### src/rtl/core/vlma_pkg.sv
// Shared types and constants for the variable-length moving average.
// Used by the top level and by the serial divider; depends on nothing else.
package vlma_pkg;
   localparam int SAMPLE_W = 24;
   localparam int LEN_W    = 10;
   localparam int FRAC_W   = 16;
   localparam int SUM_W    = 50;
   localparam int ACC_W    = 35;
   localparam int QUO_W    = 34;
   localparam int CNT_W    = 6;
endpackage

### src/rtl/core/vlma_div.sv
// Restoring divider, one quotient bit per cycle, for the average.
// Depends on vlma_pkg for the dividend and divisor widths.
module vlma_div (
   input  logic                             clock,
   input  logic                             reset,
   input  logic                             start,
   input  logic [vlma_pkg::QUO_W-1:0]       dividend,
   input  logic [vlma_pkg::LEN_W-1:0]       divisor,
   output logic                             done,
   output logic [vlma_pkg::QUO_W-1:0]       quotient
);
   logic [vlma_pkg::LEN_W-1:0] rem_ff, rem_in;
   logic [vlma_pkg::QUO_W-1:0] quo_ff, quo_in;
   logic [vlma_pkg::LEN_W-1:0] dvs_ff;
   logic [vlma_pkg::CNT_W-1:0] cnt_ff, cnt_in;
   logic                       run_ff, run_in, done_ff, done_in;
   logic [vlma_pkg::LEN_W:0]   trial, diff;

   always_comb begin
      trial   = {rem_ff, quo_ff[vlma_pkg::QUO_W-1]};
      diff    = trial - {1'b0, dvs_ff};
      rem_in  = rem_ff;
      quo_in  = quo_ff;
      cnt_in  = cnt_ff;
      run_in  = run_ff;
      done_in = 1'b0;
      if (start) begin
         rem_in = '0;
         quo_in = dividend;
         cnt_in = vlma_pkg::CNT_W'(vlma_pkg::QUO_W);
         run_in = 1'b1;
      end else if (run_ff) begin
         if (trial >= {1'b0, dvs_ff}) begin
            rem_in = diff[vlma_pkg::LEN_W-1:0];
            quo_in = {quo_ff[vlma_pkg::QUO_W-2:0], 1'b1};
         end else begin
            rem_in = trial[vlma_pkg::LEN_W-1:0];
            quo_in = {quo_ff[vlma_pkg::QUO_W-2:0], 1'b0};
         end
         cnt_in = cnt_ff - 1'b1;
         if (cnt_ff == vlma_pkg::CNT_W'(1)) begin
            run_in  = 1'b0;
            done_in = 1'b1;
         end
      end
   end

   always_ff @(posedge clock) begin
      if (reset) begin
         run_ff  <= 1'b0;
         done_ff <= 1'b0;
         cnt_ff  <= '0;
      end else begin
         run_ff  <= run_in;
         done_ff <= done_in;
         cnt_ff  <= cnt_in;
      end
      rem_ff <= rem_in;
      quo_ff <= quo_in;
      if (start) begin
         dvs_ff <= divisor;
      end
   end

   assign done     = done_ff;
   assign quotient = quo_ff;
endmodule

### config.mk
export PLATFORM = sky130hd
export DESIGN_NAME = vlma_div
export DESIGN_NICKNAME = d
export VERILOG_FILES = /design/src/rtl/core/vlma_pkg.sv /design/src/rtl/core/vlma_div.sv
export SDC_FILE = /design/constraint.sdc
export NUM_CORES = 1
export LEC_CHECK = 0
export BUFFER_PORTS_ARGS = -buffer_cell sky130_fd_sc_hd__buf_4
export CORE_ASPECT_RATIO = 1.2
export CORE_MARGIN = 8
export CORE_UTILIZATION = 52
export DETAILED_ROUTE_END_ITERATION = 16
export GPL_TIMING_DRIVEN = 0
export PLACE_DENSITY = 0.78
export SETUP_SLACK_MARGIN = 0.05
export SKIP_LAST_GASP = 1
export SLEW_MARGIN = 15
export SYNTH_ARGS = -nofsm -noshare
export SYNTH_HDL_FRONTEND = slang
export SYNTH_SLANG_ARGS = --single-unit
### constraint.sdc
create_clock -name clock -period 2.9 [get_ports clock]
set_input_delay 0.87 -clock clock [delete_from_list [all_inputs] [get_ports clock]]
set_output_delay 0.87 -clock clock [all_outputs]
set_load 0.01 [all_outputs]
# Word-level counts from Yosys, hierarchy flattened
# Index checks and enable logic that the tools add are counted.
op_classes:
  reduce_logical: 3
  addsub: 2
  bitwise: 1
  eq_ne: 1
  order_cmp: 1
  muxes: 10
op_table:
  columns: ["cell", "count"]
  rows:
  - ["2-to-1 mux 34 bit", 2]
  - ["2-to-1 mux 6 bit", 2]
  - [">= comparator 11 x 10 -> 1 bit", 1]
  - ["2-to-1 mux 10 bit", 1]
  - ["subtractor 10 bit", 1]
  - ["equality test 6 x 1 -> 1 bit (second input constant)", 1]
  - ["subtractor 6 x 1 -> 6 bit (second input constant)", 1]
  - ["2-to-1 mux 1 bit", 5]
  - ["OR reduction 3 bit", 1]
  - ["nonzero test 2 bit", 1]
  - ["OR reduction 2 bit", 1]
  - ["inverter 1 bit", 1]
word_totals:
  input_bits: 47
  out_inout_bits: 35
  reg_bits: 62
  elab_cells: 25

# Depth between registers and ports, before layout
# Gate-level depths: netlist (run 1).
depth:
  word_depth: 4
  ltp_mapped: 10
  depth_no_buf: 10

# Least setup slack after synthesis (run 1)
# Ideal clock, no wire load.
synth_path:
  kind: "input -> register"
  start: "in start"
  end: "reg quo_ff, in the netlist quotient[0], enable pin"
  t_arrival_ns: 1.976
  path_buffers: 2
  path_slack_ns: 0.548
  path_stages: 3
  required_ns: 2.524
  setup_ns: 0.376
  cell_sequence: "clkbuf_1 -> buf_1 -> or2_2"
synth_via:
  elab_chain_len: 1
synth_lines:
  columns: ["item", "line", "text"]
  rows:
  - ["from (decl)", "vlma_div.sv:6", "input logic start,"]
  - ["nonzero test 2 bit (no source line)", null, null]
  - ["to (signal assigned)", "vlma_div.sv:59", "quo_ff <= quo_in;"]
  - ["to (decl)", "vlma_div.sv:13", "logic [vlma_pkg::QUO_W-1:0] quo_ff, quo_in;"]
# No other way between the ends.
# A chain may end at the register's enable or synchronous reset.

# Worst setup path in the final report (run 1)
layout_path:
  start: "in start"
  end: "reg quo_ff, in the netlist quotient[1], enable pin"
# Same word-level chain as after synthesis.

==> summary.md, run 1 <==
| Metric | Value |
|---|---|
| Met1 Track Usage GR | `0.181` |
| Worst Path Class, Setup | `in -> reg` |
| Vias in the first global route | `2473` |
| Setup repair after global routing missed its margin | `no` |
| Fmax | `380 MHz` |
| Synthesized flop and latch total | `62` |
| CP Max Fanout | `34` |
| Per-cell routed wire length | `17.7 µm` |
| Met3 Track Usage GR | `0.0685` |
| GRT busiest layer | `met2` |
| Setup clock skew after layout | `0.00741 ns` |
| Diode count | `0` |
| Sequential share of the synthesized area | `0.555` |
| Worst-margin pin slew | `0.813 ns` |
| Crit path time final | `2.63 ns` |
| Grt total ovfl | `0` |
| Tcrit/Tclk final | `0.906` |
| Wire length of the first global-routing pass | `11.6 mm` |
| Delay of the slowest critical-path stage | `0.74 ns` |
| Die width | `85.7 µm` |
| Antenna-violating nets left | `0` |
| CP required | `2.86 ns` |
| List of most frequent post-synthesis cells | `44 x edfxtp_1, 35 x mux2_2, 22 x nor2_1, 18 x dfxtp_1, 13 x inv_1` |
| Drt drc | `0` |
| CTS resizes | `0` |
| Area delta synth->final | `29.5%` |
| Num ports | `82` |
| Area share of the largest cell type after synthesis | `0.436` |
| Max-slew violations | `0` |
| Cell variety after synth | `44` |
| Largest cells by area after synthesis | `edfxtp_1 44%, mux2_2 13%, dfxtp_1 12%` |
| Most area-hungry cell type in the Yosys netlist | `edfxtp_1` |
| Asr flop ratio synth | `0` |
| Hold Buf Count CTS | `0` |
| Worst Setup End Kind | `flip-flop` |
| Initial antenna violation count | `0` |
| Die area | `8540 µm²` |
| Power Density | `613 nW/µm²` |
| Slowest stage cell, crit path | `or2_2` |
| Post-synth top flop | `edfxtp_1` |
| Fin cells | `404` |
| Final setup viols | `0` |
| All-Layer GR Usage | `0.174` |
| Finished Cell Area | `3920 µm²` |
| M2 GR Usage | `0.292` |
| Clock Path Buffers | `2` |
| CTS buffer count | `9` |
| Critical path arrival | `2.59 ns` |
| Rows | `30` |
| Share of layout cells above drive strength 1 | `0.406` |
| EDFF count, synth | `44` |
| CORE AREA | `5630 µm²` |
| CTS Sinks | `62` |
| Syn nets | `304` |
| Avg Vias per Cell | `5.55` |
| DR iter-0 viols | `142` |
| Routed via count | `2242` |
| Mapped cell area | `3030 µm²` |
| Clock transition at path regs | `0.07 ns` |
| Top-count cell post-synth | `edfxtp_1` |
| HP Class | `reg -> reg` |
| DP HPWL | `5.22 mm` |
| Run status | `finished, final reports clean` |
| DRT Pass-1 Iters | `4` |
| DP Area | `3710 µm²` |
| Post-CTS Setup Inserts | `0` |
| Setup total negative slack | `0 ns` |
| Nets | `395` |
| Placed instance count | `388` |
| Final estimated routing congestion in global placement | `0.881` |
| Initial core utilization | `0.538` |
| Pleak | `1.63 nW` |
| Final Routed Wirelength | `7.17 mm` |
| Nature of the critical path startpoint | `input port` |
| CP delay by family, top | `buffers and inverters` |
| CTS tree | `done` |
| Post-Syn Area per Cell | `12.4 µm²` |
| Worst-skew pair later-pin latency | `0.34 ns` |
| CP Cell Sequence | `buf_4 > clkbuf_1 > buf_1 > or2_2` |
| Max-slew headroom | `0.458` |
| Die H | `99.6 µm` |
| Worst path bufs/invs | `3` |
| H-tree depth | `3` |
| Largest net degree at the start of global routing | `35` |
| # port buffers | `80` |
| Max-Cap Viols | `0` |
| CTS root buf | `clkbuf_8` |
| Syn Inst Count | `244` |
| Worst IR Drop VDD | `0.383 mV` |
| Final Core Density | `0.697` |
| Fin. Hold Viols | `0` |
| Syn. warnings | `0` |
[through the flow]
stage	power (mW)	worst slack, ns	hold WS (ns)
final	2.40	0.271	0.507
after global routing	2.50	0.0836	0.538
after CTS	2.42	0.236	0.511
after detailed placement	1.59	-0.137	0.506
after global placement	1.58	-0.0925	0.495
after floorplan	1.39	0.548	0.467
[metal layers]
| metal | up-vias | part of all wire |
|---|---|---|
| li1 | 1083 | - |
| met1 | 1062 | 0.39 |
| met2 | 79 | 0.51 |
| met3 | 18 | 0.071 |
| met4 | 0 | 0.029 |
| met5 | - | 0 |
[path summary, 6_finish.rpt]
kind / from / to / slack, ns / cells past startpoint
worst max-delay path: start / quotient[1]$_DFFE_PP_ / 0.27 / 4
worst min-delay path: rem_ff[2]$_SDFFE_PP0P_ / rem_ff[3]$_SDFFE_PP0P_ / 0.51 / 2
worst max register to register: quotient[33]$_DFFE_PP_ / rem_ff[8]$_SDFFE_PP0P_ / 0.36 / 10
worst min register to register: rem_ff[2]$_SDFFE_PP0P_ / rem_ff[3]$_SDFFE_PP0P_ / 0.51 / 2
[power breakdown]
group / internal, mW / total, mW / switching, mW
Clock: 0.478 / 0.827 / 0.349
Sequential: 1.05 / 1.09 / 0.0473
Combinational: 0.245 / 0.484 / 0.239
Total: 1.77 / 2.40 / 0.636
[cell families after synthesis]
| group | after synthesis | synth area share |
|---|---|---|
| muxes | 35 | 0.130 |
| DFF | 62 | 0.555 |
| and+or+nand+nor | 60 | 0.0966 |
| AOI/OAI and AO/OA | 39 | 0.0991 |
| xor gates and xnor gates | 12 | 0.0347 |
| adders and majority gates | 13 | 0.0562 |
| buffers and inverters | 23 | 0.0285 |
[worst min-delay path: stages, from the launching register on]
cell      delay [ns]
dfxtp_1         0.33
nand2_1         0.07
a311oi_1        0.07
[cells in the final DEF (no fill, tap or decap), types with 2 or more instances in the layout]
cell	instances
buf_4	80
o21ai_0	2
clkbuf_1	6
bufinv_16	2
edfxtp_1	44
o21bai_1	2
a21o_1	2
clkinv_1	2
o22ai_1	4
nand3_1	4
dfxtp_1	18
a311oi_1	4
mux2_2	35
a21oi_1	8
buf_1	4
ha_1	12
clkbuf_8	9
xor2_1	7
nor2b_1	3
xnor2_1	5
a31oi_1	2
nand2_1	12
inv_1	13
nor2_1	22
nor3_1	8
a211oi_1	5
[state kept, by name, indices dropped and copies added (netlist names)]
| register | count |
|---|---|
| rem_ff | 10 |
| cnt_ff | 6 |
| quotient | 34 |
| dvs_ff | 10 |
| run_ff | 1 |
| done | 1 |
[layout make-up]
type,instances,area [µm²]
Buffer,10,37.5
Clock buffer,9,124
Clock inverter,7,88.8
Fill cell,439,1710
Inverter,13,48.8
Multi-Input combinational cell,159,1260
Sequential cell,62,1680
Tap cell,64,80.1
Timing Repair Buffer,80,601
Note: power is estimated with default switching activity, not from simulation.
==> run 2, diff against run 1 <==
Settings changed: ABC_AREA set to 1, CORE_UTILIZATION 52 to 35, PLACE_DENSITY 0.78 to not set.
==> summary.md, run 2 <==
| Metric | Value |
|---|---|
| Die area | `12700 µm² (was 8540 µm²)` |
| CP required | `2.99 ns (was 2.86 ns)` |
| CORE AREA | `9080 µm² (was 5630 µm²)` |
| Reg-to-Reg End | `rem_ff[8]$_SDFFE_PP0P_ (unchanged)` |
| Reg2Reg Depth | `13 (was 10)` |
| Commonest non-fill, non-tap cell in the layout | `nand2_1 (was buf_4)` |
| EDFF count, synth | `44 (unchanged)` |
| Per-cell routed wire length | `13.3 µm (was 17.7 µm)` |
| Nature of the critical path startpoint | `input port (unchanged)` |
| Num ports | `82 (unchanged)` |
| HP Class | `reg -> reg (unchanged)` |
| CP Max Fanout | `37 (was 34)` |
| FF+latch area | `1680 µm² (unchanged)` |
| R2R Path Start | `quotient[33]$_DFFE_PP_ (unchanged)` |
| Syn Inst Count | `389 (was 244)` |
| Worst Setup End Kind | `flip-flop (unchanged)` |
| Crit path time final | `2.05 ns (was 2.63 ns)` |
| Grt total ovfl | `0 (unchanged)` |
| Post-Syn Area per Cell | `8.39 µm² (was 12.4 µm²)` |
| Worst-margin pin slew | `0.642 ns (was 0.813 ns)` |
| Area of the multi-input gates | `1330 µm² (was 1260 µm²)` |
| H-tree depth | `3 (unchanged)` |
| Area share of the largest cell type after synthesis | `0.405 (was 0.436)` |
| Largest cells by area after synthesis | `edfxtp_1 40%, nand2_1 20%, dfxtp_1 11% (was edfxtp_1 44%, mux2_2 13%, dfxtp_1 12%)` |
| Final Core Density | `0.466 (was 0.697)` |
| Avg Vias per Cell | `4.53 (was 5.55)` |
| CTS tree | `done (unchanged)` |
| Setup clock skew after layout | `0.00444 ns (was 0.00741 ns)` |
| Mapped cell area | `3270 µm² (was 3030 µm²)` |
| Max-slew headroom | `0.571 (was 0.458)` |
| Drt drc | `0 (unchanged)` |
| Largest net degree at the start of global routing | `38 (was 35)` |
| Number of flip-flops in the largest register | `34 (unchanged)` |
| Worst Setup SP | `start (unchanged)` |
| DRT Pass-1 Iters | `4 (unchanged)` |
| Post-synth top flop | `edfxtp_1 (unchanged)` |
| List of most frequent post-synthesis cells | `171 x nand2_1, 47 x inv_1, 44 x edfxtp_1, 18 x dfxtp_1, 18 x nand3_1 (was 44 x edfxtp_1, 35 x mux2_2, 22 x nor2_1, 18 x dfxtp_1, 13 x inv_1)` |
| Fmax | `487 MHz (was 380 MHz)` |
| Diode count | `0 (unchanged)` |
| Final estimated routing congestion in global placement | `0.800 (was 0.881)` |
| Nets | `542 (was 395)` |
| Tcrit/Tclk final | `0.707 (was 0.906)` |
| Worst Path Class, Setup | `in -> reg (unchanged)` |
| Share of layout cells above drive strength 1 | `0.253 (was 0.406)` |
| Clock transition at path regs | `0.07 ns (about the same)` |
| Sequential share of the synthesized area | `0.515 (was 0.555)` |
| All-Layer GR Usage | `0.131 (was 0.174)` |
| Power Density | `522 nW/µm² (was 613 nW/µm²)` |
| Syn. warnings | `0 (unchanged)` |
| CTS buffer count | `9 (unchanged)` |
| Max-Cap Viols | `0 (unchanged)` |
| Final setup viols | `0 (unchanged)` |
| Hold Buf Count CTS | `0 (unchanged)` |
| DR iter-0 viols | `110 (was 142)` |
| Post-CTS Setup Inserts | `0 (unchanged)` |
| Clock Path Buffers | `2 (unchanged)` |
| CTS root buf | `clkbuf_8 (unchanged)` |
| Power consumption | `2.21 mW (was 2.40 mW)` |
| Critical path arrival | `2.14 ns (was 2.59 ns)` |
| Top-count cell post-synth | `nand2_1 (was edfxtp_1)` |
| Rows | `38 (was 30)` |
| DP HPWL | `6.13 mm (was 5.22 mm)` |
| Final Routed Wirelength | `8.08 mm (was 7.17 mm)` |
| Die H | `122 µm (was 99.6 µm)` |
| R2r setup slk | `0.90 ns (was 0.36 ns)` |
| Syn nets | `449 (was 304)` |
| Fin. Hold Viols | `0 (unchanged)` |
| Most frequent cells in the layout | `171 x nand2_1, 82 x buf_4, 46 x inv_1 (was 80 x buf_4, 44 x edfxtp_1, 35 x mux2_2)` |
| Fillers | `888 (was 439)` |
| Critical Path End | `quotient[7]$_DFFE_PP_ (was quotient[1]$_DFFE_PP_)` |
| Worst-skew pair later-pin latency | `0.34 ns (about the same)` |
| Die width | `104 µm (was 85.7 µm)` |
| Antenna-violating nets left | `0 (unchanged)` |
| Wire length of the first global-routing pass | `13.4 mm (was 11.6 mm)` |
| Cell variety after synth | `36 (was 44)` |
| Worst IR Drop VDD | `0.257 mV (was 0.383 mV)` |
| Initial antenna violation count | `0 (unchanged)` |
| Run status | `finished, final reports clean (unchanged)` |
| Asr flop ratio synth | `0 (unchanged)` |
| CTS resizes | `0 (unchanged)` |
| Routed via count | `2748 (was 2242)` |
| # port buffers | `81 (was 80)` |
| Max-slew violations | `0 (unchanged)` |
| Setup total negative slack | `0 ns (unchanged)` |
| Setup repair after global routing missed its margin | `no (unchanged)` |
| Area delta synth->final | `29.7% (was 29.5%)` |
| Most area-hungry cell type in the Yosys netlist | `edfxtp_1 (unchanged)` |
| Vias in the first global route | `2953 (was 2473)` |
| Initial core utilization | `0.360 (was 0.538)` |
| Synthesized flop and latch total | `62 (unchanged)` |
| CTS Sinks | `62 (unchanged)` |
| Pleak | `2.15 nW (was 1.63 nW)` |
-- run 2: changes by cell type in the layout (fill, tap and decap cells not counted), sizes merged, moves of 4 or more --
cell / delta
a211oi: -5
a311oi: -4
buf: +4
inv: +34
mux2: -35
nand2: +163
nand3: +20
nand3b: +5
nor2: -5
o21ai: +4
o22ai: -5
xnor2: -4
xor2: -5
-- run 2: layout make-up --
type,count,area share
Timing Repair Buffer,82,0.148
Multi-Input combinational cell,268,0.314
Sequential cell,62,0.397
Clock inverter,6,0.0148
Tap cell,120,0.0355
Buffer,11,0.0171
Inverter,48,0.0426
Clock buffer,10,0.0301
-- run 2: cells by family after synthesis --
group                    synth area share
AND/OR/NAND/NOR                     0.311
flip-flops                          0.515
buffers and inverters              0.0774
AO/OA/AOI/OAI                      0.0364
adder cells (fa/ha/maj)            0.0521
XOR/XNOR                          0.00805
-- run 2: where the power goes --
| part | switching, mW | total, mW | leakage, nW | internal, mW |
|---|---|---|---|---|
| registers | 0.0410 | 1.08 | 0.594 | 1.04 |
| clock network | 0.348 | 0.743 | 0.100 | 0.395 |
| logic | 0.210 | 0.392 | 1.46 | 0.183 |
| total | 0.599 | 2.21 | 2.15 | 1.61 |
-- run 2: worst min path at each step --
stage | start | endpoint | slack (ns) | depth (start not counted)
global route | rem_ff[7]$_SDFFE_PP0P_ | rem_ff[7]$_SDFFE_PP0P_ | 0.50 | 2
global placement | cnt_ff[3]$_SDFFE_PP0P_ | cnt_ff[3]$_SDFFE_PP0P_ | 0.46 | 2
floorplan | rem_ff[5]$_SDFFE_PP0P_ | rem_ff[5]$_SDFFE_PP0P_ | 0.44 | 2
detailed placement | cnt_ff[3]$_SDFFE_PP0P_ | cnt_ff[3]$_SDFFE_PP0P_ | 0.46 | 2
CTS | cnt_ff[3]$_SDFFE_PP0P_ | cnt_ff[3]$_SDFFE_PP0P_ | 0.48 | 2
finish | rem_ff[7]$_SDFFE_PP0P_ | rem_ff[7]$_SDFFE_PP0P_ | 0.48 | 2
-- run 2: metrics by stage --
step	instances	instance area [µm²]	hold slack [ns]	setup WS [ns]
3_5_place_dp	591	4040	0.465	0.472
4_1_cts	607	4230	0.476	0.842
2_1_floorplan	389	3270	0.444	0.597
3_3_place_gp	590	4020	0.458	-0.264
6_report	607	4230	0.479	0.848
5_1_grt	607	4230	0.504	0.706
-- run 2: worst max-delay path, cell delays in order --
cell and delay, ns:
buf_4 0.18, buf_2 0.21, nor2_1 0.51, inv_2 0.13, buf_12 0.21
-- run 2: routing by layer --
layer | global-route usage | wire length [µm]
met1 | 0.146 | 3570
met2 | 0.212 | 3680
met3 | 0.0592 | 721
met4 | 0.0589 | 111
met5 | 0 | 0
